--- config.mk ---
export PLATFORM = sky130hd
export DESIGN_NAME = fso_cell
export DESIGN_NICKNAME = d
export VERILOG_FILES = /design/src/rtl/fso_pkg.sv /design/src/rtl/fso_cell.sv
export SDC_FILE = /design/constraint.sdc
export NUM_CORES = 1
export LEC_CHECK = 0
export BUFFER_PORTS_ARGS = -buffer_cell sky130_fd_sc_hd__buf_2
export CORE_UTILIZATION = 45
export DETAILED_ROUTE_END_ITERATION = 8
export GPL_TIMING_DRIVEN = 0
export HOLD_SLACK_MARGIN = 0.02
export PLACE_DENSITY_LB_ADDON = 0.3
export SLEW_MARGIN = 5
export SYNTH_ARGS = -nofsm -noshare
export SYNTH_HDL_FRONTEND = slang
export SYNTH_SLANG_ARGS = --single-unit
--- constraint.sdc ---
create_clock -name clk -period 6.5 [get_ports clk]
set_clock_uncertainty 0.1 [all_clocks]
set_input_delay 1.3 -clock clk [delete_from_list [all_inputs] [get_ports clk]]
set_output_delay 1.3 -clock clk [all_outputs]
set_load 0.02 [all_outputs]
--- src/rtl/fso_pkg.sv ---
// ----------------------------------------------------------------------------
// fso_pkg: shared types and constants of the FIR shift/offset unit
// Opcodes, register indexes, default sizes and the per-cell control group.
// ----------------------------------------------------------------------------
`default_nettype none

package fso_pkg;

  // default sizes
  localparam int unsigned TAPS_DEF        = 64;
  localparam int unsigned SAMPLE_BITS_DEF = 12;
  localparam int unsigned COEF_BITS_DEF   = 32;

  // fixed widths
  localparam int unsigned ACC_BITS    = 32;
  localparam int unsigned SHIFT_BITS  = 6;
  localparam int unsigned OFFSET_BITS = 8;
  localparam int unsigned OUT_BITS    = 8;
  localparam int unsigned IDX_BITS    = 6;
  localparam int unsigned OP_BITS     = 2;
  localparam int unsigned CFG_IDX_BITS  = 1;
  localparam int unsigned CFG_DATA_BITS = 8;

  // opcodes
  localparam logic [OP_BITS-1:0] OP_FILTER = 2'd0;
  localparam logic [OP_BITS-1:0] OP_LOAD   = 2'd1;
  localparam logic [OP_BITS-1:0] OP_CLEAR  = 2'd2;

  // configuration register indexes
  localparam logic [CFG_IDX_BITS-1:0] CFG_SCALE_SHIFT = 1'd0;
  localparam logic [CFG_IDX_BITS-1:0] CFG_DC_OFFSET   = 1'd1;

  // reset values of the registers
  localparam logic [SHIFT_BITS-1:0]  SHIFT_RESET  = 6'd21;
  localparam logic [OFFSET_BITS-1:0] OFFSET_RESET = 8'd128;

  // broadcast control for every cell of the tap chain
  typedef struct packed {
    logic shift;  // take the previous cell's sample, or the input one at the head
    logic clear;  // zero sample and coefficient
  } cell_ctrl_t;

endpackage

`default_nettype wire

--- src/rtl/fso_cell.sv ---
// ----------------------------------------------------------------------------
// fso_cell: one tap of the FIR chain
// Holds one delay-line sample and one coefficient, and adds its product to
// the partial sum that passes through it toward the end of the chain.
// ----------------------------------------------------------------------------
`default_nettype none

module fso_cell
  import fso_pkg::*;
#(
  parameter int unsigned SAMPLE_BITS = SAMPLE_BITS_DEF,
  parameter int unsigned COEF_BITS   = COEF_BITS_DEF
) (
  input  wire logic                   clk,
  input  wire logic                   rst,
  input  wire cell_ctrl_t             ctrl,
  input  wire logic                   load_en,
  input  wire logic [COEF_BITS-1:0]   coef_in,
  input  wire logic [SAMPLE_BITS-1:0] sample_in,
  output logic      [SAMPLE_BITS-1:0] sample_out,
  input  wire logic                   sum_valid_in,
  input  wire logic [ACC_BITS-1:0]    sum_in,
  output logic                        sum_valid_out,
  output logic      [ACC_BITS-1:0]    sum_out
);

  localparam int unsigned PROD_BITS = COEF_BITS + SAMPLE_BITS + 1;

  logic        [SAMPLE_BITS-1:0]        sample;
  logic        [COEF_BITS-1:0]          coef;
  logic signed [PROD_BITS-1:0]          prod;
  logic signed [ACC_BITS+PROD_BITS-1:0] prod_ext;

  always_ff @(posedge clk) begin
    if (rst || ctrl.clear) begin
      sample <= '0;
      coef   <= '0;
    end else begin
      if (ctrl.shift) begin
        sample <= sample_in;
      end
      if (load_en) begin
        coef <= coef_in;
      end
    end
  end

  // signed coefficient times unsigned sample, wrapped to the accumulator
  assign prod     = $signed(coef) * $signed({1'b0, sample});
  assign prod_ext = (ACC_BITS + PROD_BITS)'(prod);

  always_ff @(posedge clk) begin
    if (rst) begin
      sum_valid_out <= 1'b0;
    end else begin
      sum_valid_out <= sum_valid_in;
    end
  end

  always_ff @(posedge clk) begin
    if (sum_valid_in) begin
      sum_out <= sum_in + prod_ext[ACC_BITS-1:0];
    end
  end

  assign sample_out = sample;

endmodule

`default_nettype wire

==> results.json, run 1 <==
{
  "cp_num_buf_inv": 5,
  "clk_latency_ps": 360,
  "syn_avg_cell_area_um2": 9.24,
  "synth_seq_cells": 77,
  "post-route-drc-count": 0,
  "r2r_end": "sum_out[25]",
  "start_util_pct": 45.8,
  "dp_hpwl_um": 27200,
  "nFillCells": 2694,
  "die_w_um": 173,
  "max_stage_delay_ps": 510,
  "cts_buffer_depth": 2,
  "final_layout_size_suffix_gt1_share_pct": 13.2,
  "ys_seq_area_share_pct": 14.1,
  "antenna_cells": 0,
  "fin_area_um2": 14800,
  "syn_nets": 1853,
  "viasPerCell": 5.05,
  "drtIter0Drc": 468,
  "routed_wl_um": 32800,
  "wl_per_cell_um": 16.8,
  "ant_nets": 0,
  "pre_cts_slack_ps": -730,
  "synth_edf_count": 32,
  "rows": 62,
  "globalplace.congestion": 0.931,
  "grt_overflow_total": 0,
  "fp.coreArea_um2": 28800,
  "setup_violations": 0,
  "critPathSlowestCell": "fa_1",
  "maxSlewViolCount": 0,
  "arrival_ps": 6300,
  "fin_crit_ps": 6300,
  "hold_slack_ps": 438,
  "rsz0062_at_grt": "false",
  "root_buffer": "clkbuf_16",
  "hold_end": "coef[14]",
  "reg2reg_slack_ps": 200,
  "synth_ff_type": "dfxtp_1",
  "cp_top_family": "adder cells",
  "min_from": "coef[14]",
  "synth_warnings": 0,
  "place_inst": 1936,
  "critical_path.max_fanout": 10,
  "r2r_start": "sample_out[3]",
  "cp-end-kind": "flip-flop",
  "nets": 1992,
  "cp_cell_sequence": "buf_4 > clkbuf_4 > nand2_1 > fa_1 > fa_1 > inv_1 > fa_1 > inv_1 > fa_1 > fa_1 > inv_1 > fa_1 > ha_1 > a21oi_1 > o21ai_1 > a2111oi_4 > nor2_4 > a311o_1 > a21oi_2 > xnor2_1",
  "cts_made_buffers": 9,
  "syn_to_final_growth_pct": 12.3,
  "worst_setup_hold_path_clk_slew_ps": 70,
  "finalHoldViolCount": 0,
  "worstRegToRegCells": 20,
  "die_y_um": 173,
  "pin_count": 127,
  "critPathKind": "flip-flop to flip-flop",
  "cp-start-kind": "flip-flop",
  "power_density_nw_per_um2": 102,
  "status": "finished clean",
  "slew_headroom_pct": 30.2,
  "worstMarginPinSlew_ps": 1050,
  "drt_pass1_iterations": 5,
  "grt_max_degree": 34,
  "cts.sinks": 77,
  "cts_tree": "done",
  "power.leakage_nw": 7.38,
  "ir_worst_vdd_uv": 116,
  "antenna_found_initial": 1,
  "grt_pass1_vias": 10528,
  "whs_path_depth": 2,
  "syn_area_um2": 13200,
  "place_area_um2": 14300,
  "numPortBuffers": 125,
  "maxCapViolCount": 0,
  "design.die.area_um2": 30000,
  "ys_types": 57,
  "synthCells": 1427,
  "grt_pass1_wl_um": 53700,
  "total_power_mw": 1.51,
  "grt_usage_pct": 23.0,
  "setup_ws_ps": 201,
  "finalCritPeriodShare_pct": 96.9,
  "max_freq_ghz": 0.159,
  "stdcell_count": 1955,
  "vias": 9868,
  "hp-class": "flip-flop to flip-flop",
  "crit_top_cell": "fa_1",
  "synthArstFlopShare_pct": 0,
  "htreeDepth": 3,
  "ctsHoldBuffers": 0,
  "required_ps": 6500
}
cells in the mapped netlist, drive strengths merged, types with 4 or more instances:
master	n	area share, %
xnor2	36	2.4
nand3	7	0.27
ha	79	7.5
inv	331	9.4
clkbuf	65	1.9
mux2i	44	3.3
edfxtp	32	7.3
a211o	4	0.27
nor3	5	0.19
and2	140	6.6
nand2	193	5.5
a21o	9	0.51
o21ai	15	0.57
xor2	10	0.66
nor2b	4	0.19
o21a	4	0.23
dfxtp	45	6.8
nand4	5	0.28
o211ai	4	0.27
a21oi	26	1.1
nor2	58	1.7
fa	265	40
buf	5	0.20
report_power, final:
| part | internal, mW | total, mW | switching [mW] | leakage (nW) |
|---|---|---|---|---|
| combinational | 0.153 | 0.394 | 0.241 | 6.54 |
| sequential | 0.541 | 0.557 | 0.0162 | 0.681 |
| clock | 0.312 | 0.561 | 0.249 | 0.154 |
| total | 1.01 | 1.51 | 0.506 | 7.38 |
worst max-delay path by stage:
stage	startpoint	to	slack, ps	cells past startpoint
CTS	sample_out[5]	sum_out[31]	9	20
global route	sample_out[3]	sum_out[25]	20	20
detailed placement	sample_out[5]	sum_out[31]	-730	20
finish	sample_out[3]	sum_out[25]	200	20
floorplan	sample_out[4]	sum_out[25]	310	21
global placement	sample_out[5]	sum_out[25]	-730	20
area by class of cell:
type | instances | area [um^2] | area share, %
Timing Repair Buffer | 128 | 648 | 4.38
Sequential cell | 77 | 1870 | 12.6
Clock buffer | 10 | 239 | 1.61
Tap cell | 384 | 480 | 3.24
Inverter | 331 | 1240 | 8.39
Buffer | 70 | 402 | 2.71
Clock inverter | 6 | 67.6 | 0.456
Multi-Input combinational cell | 949 | 9860 | 66.6
worst min-delay path: stages, from the launching register on:
cell	delay, ps
dfxtp_1	350
mux2i_1	80
nor2_1	70
cells in the final DEF (no fill, tap or decap), drive strengths merged, types with 4 or more instances in the layout:
cell type  Yosys  routed
nor2          58      58
xor2          10      10
nand4          5       5
a21oi         26      26
o21ai         15      15
o211ai         4       4
o21a           4       4
edfxtp        32      32
fa           265     265
mux2i         44      44
buf            5     155
ha            79      79
nand2        193     193
nand3          7       7
nor2b          4       4
a211o          4       4
nor3           5       5
dfxtp         45      45
and2         140     140
inv          331     334
a21o           9       9
clkbuf        65      53
xnor2         36      36
routing by layer:
layer / track usage, % / vias up / part of all wire (%)
li1: - / 4507 / -
met1: 28.3 / 4979 / 40
met2: 40.5 / 322 / 50
met3: 3.91 / 60 / 5.8
met4: 8.74 / 0 / 3.5
met5: 0 / - / 0
registers in the layout, indices dropped and copies added, names as in the netlist:
| signal | flops |
|---|---|
| coef | 32 |
| sample_out | 12 |
| sum_valid_out | 1 |
| sum_out | 32 |
kinds of logic (layout without fill, tap and decap cells):
family | Yosys count | in the layout | share of synthesized area, %
xor+xnor | 46 | 46 | 3.06
flops | 77 | 77 | 14.1
mux | 44 | 44 | 3.34
simple gates | 427 | 427 | 15.6
compound gates | 88 | 88 | 4.68
buf+inv | 401 | 545 | 11.5
fa+ha+maj | 344 | 344 | 47.7
what timing repair did:
item,CTS,global route
gates resized for setup,30,103
endpoints found under the hold margin,0,0
setup buffers,0,3
pin swaps,0,3
endpoints found under the setup margin,16,12
stage by stage:
stage	setup TNS [ps]	utilization, %
2_1_floorplan	0	-
4_1_cts	0	51.0
3_5_place_dp	-7180	49.7
6_report	0	51.5
3_3_place_gp	-6530	49.7
5_1_grt	0	51.5
Note: power is estimated with default switching activity, not from simulation.
==> inputs of run 2 (changes only) <==
--- a/config.mk
+++ b/config.mk
@@ -5,9 +5,11 @@
 export SDC_FILE = /design/constraint.sdc
 export NUM_CORES = 1
 export LEC_CHECK = 0
-export BUFFER_PORTS_ARGS = -buffer_cell sky130_fd_sc_hd__buf_2
+export BUFFER_PORTS_ARGS = -buffer_cell sky130_fd_sc_hd__clkbuf_2
+export CORE_ASPECT_RATIO = 1.1
 export CORE_UTILIZATION = 45
 export DETAILED_ROUTE_END_ITERATION = 8
+export GPL_ROUTABILITY_DRIVEN = 0
 export GPL_TIMING_DRIVEN = 0
 export HOLD_SLACK_MARGIN = 0.02
 export PLACE_DENSITY_LB_ADDON = 0.3
==> run 2 against run 1 <==
Die area barely moved. Global-route usage rose by 0.55 points. Worst setup slack got worse by 45 ps. Via count fell by 1.1%. Clock-buffer cell count rose by 2. Register-to-register slack got worse by 40 ps. Worst hold slack got worse by 19 ps. Clock power barely moved. Non-clock buffer count fell by 2.
==> results.json, run 2 (synthesis results as in run 1) <==
{
  "status": "finished clean",
  "grt_max_degree": 34,
  "numPortBuffers": 125,
  "slew_headroom_pct": 28.8,
  "grt_usage_pct": 23.6,
  "worstRegToRegCells": 20,
  "cts_tree": "done",
  "finalCritPeriodShare_pct": 97.6,
  "power_density_nw_per_um2": 102,
  "root_buffer": "clkbuf_16",
  "rows": 65,
  "post-route-drc-count": 0,
  "grt_pass1_vias": 10534,
  "worst_setup_hold_path_clk_slew_ps": 70,
  "cts_made_buffers": 9,
  "min_from": "coef[31]",
  "fin_area_um2": 14800,
  "cp-start-kind": "flip-flop",
  "maxCapViolCount": 0,
  "design.die.area_um2": 30000,
  "fin_crit_ps": 6340,
  "antenna_found_initial": 0,
  "setup_violations": 0,
  "critical_path.max_fanout": 10,
  "r2r_end": "sum_out[25]",
  "cts.sinks": 77,
  "reg2reg_slack_ps": 160,
  "ant_nets": 0,
  "final_common_cell": "inv_1",
  "syn_to_final_growth_pct": 12.3,
  "hp-class": "flip-flop to flip-flop",
  "whs_path_depth": 2,
  "dp_hpwl_um": 27500,
  "critPathKind": "flip-flop to flip-flop",
  "r2r_start": "sample_out[3]",
  "fin_util_pct": 51.6,
  "maxSlewViolCount": 0,
  "drtIter0Drc": 426,
  "wl_per_cell_um": 17.0,
  "vias": 9761,
  "clk_latency_ps": 370,
  "cts_buffer_depth": 2,
  "routed_wl_um": 33000,
  "most-common-layout-cells": "inv_1, fa_1, nand2_1, and2_1, clkbuf_2",
  "ir_worst_vdd_uv": 110,
  "start_util_pct": 45.9,
  "ctsHoldBuffers": 0,
  "drt_pass1_iterations": 5,
  "fp.coreArea_um2": 28700,
  "nets": 1990,
  "grt_pass1_wl_um": 53500,
  "arrival_ps": 6360,
  "nFillCells": 2667,
  "die_y_um": 182,
  "total_power_mw": 1.51,
  "antenna_cells": 0,
  "hold_end": "coef[31]",
  "cp-end-kind": "flip-flop",
  "htreeDepth": 3,
  "required_ps": 6510,
  "viasPerCell": 5.04,
  "final_layout_size_suffix_gt1_share_pct": 13.4,
  "finalHoldViolCount": 0,
  "power.leakage_nw": 7.38,
  "place_area_um2": 14300,
  "grt_overflow_total": 0,
  "die_w_um": 165,
  "pin_count": 127,
  "max_freq_ghz": 0.158,
  "worstMarginPinSlew_ps": 1070
}
## run 2: changes by cell type in the layout (fill, tap and decap cells not counted), sizes merged
cell / delta
buf: -135
clkbuf: +135
inv: -2
bufinv: -1
clkinv: +1
## run 2: worst max path at each step
stage	cells after the start	slack, ps	from	end
CTS	20	8	sample_out[3]	sum_out[25]
floorplan	21	310	sample_out[4]	sum_out[25]
finish	20	160	sample_out[3]	sum_out[25]
global placement	20	-650	sample_out[4]	sum_out[31]
detailed placement	20	-680	sample_out[4]	sum_out[31]
global route	20	-60	sample_out[3]	sum_out[29]
## run 2: per-layer routing
layer  GRT usage [%]  share of wire, %  vias up
met1            28.0                39     4904
met2            41.8                52      285
met3            3.33               4.5       69
met5               0                 0        -
met4            10.6               3.8        0
li1                -                 -     4503
## run 2: power by group
group | switching, mW | internal, mW
Clock | 0.238 | 0.320
Sequential | 0.0199 | 0.541
Combinational | 0.242 | 0.153
## run 2: through the flow
stage          cells  setup TNS [ps]  hold slack (ps)  setup WS [ps]
5_1_grt         1937            -129              439          -55.8
4_1_cts         1933               0              422           8.06
6_report        1937               0              420            157
3_3_place_gp    1920           -6100              385           -650
3_5_place_dp    1920           -7020              404           -684
2_1_floorplan   1427               0              360            314
## run 2: worst max-delay path: stages (launching register included)
cell and delay, ps:
dfxtp_1 430, buf_4 250, clkbuf_4 270, nand2_1 100, fa_1 470, fa_1 520
inv_1 60, fa_1 500, inv_1 50, fa_1 500, fa_1 490, inv_1 50
fa_1 440, ha_1 340, nand2_1 150, nor3_2 90, a2111oi_4 500, nor2_4 160
a311o_1 360, a21oi_2 150, xnor2_1 80
## run 2: what timing repair did
action	4_1_cts	5_1_grt
resized for setup	38	76
pin swaps	0	6
buffers inserted	0	4
setup endpoints to repair	19	15
## run 2: layout make-up
class / count / area [um^2] / share of cell area, %
clock buffer: 12 / 289 / 1.95
clock inverter: 4 / 35.0 / 0.237
multi-input combinational: 949 / 9890 / 66.8
tap: 368 / 460 / 3.11
sequential: 77 / 1880 / 12.7
buffer: 67 / 353 / 2.38
timing repair buffer: 129 / 656 / 4.43
inverter: 331 / 1240 / 8.39
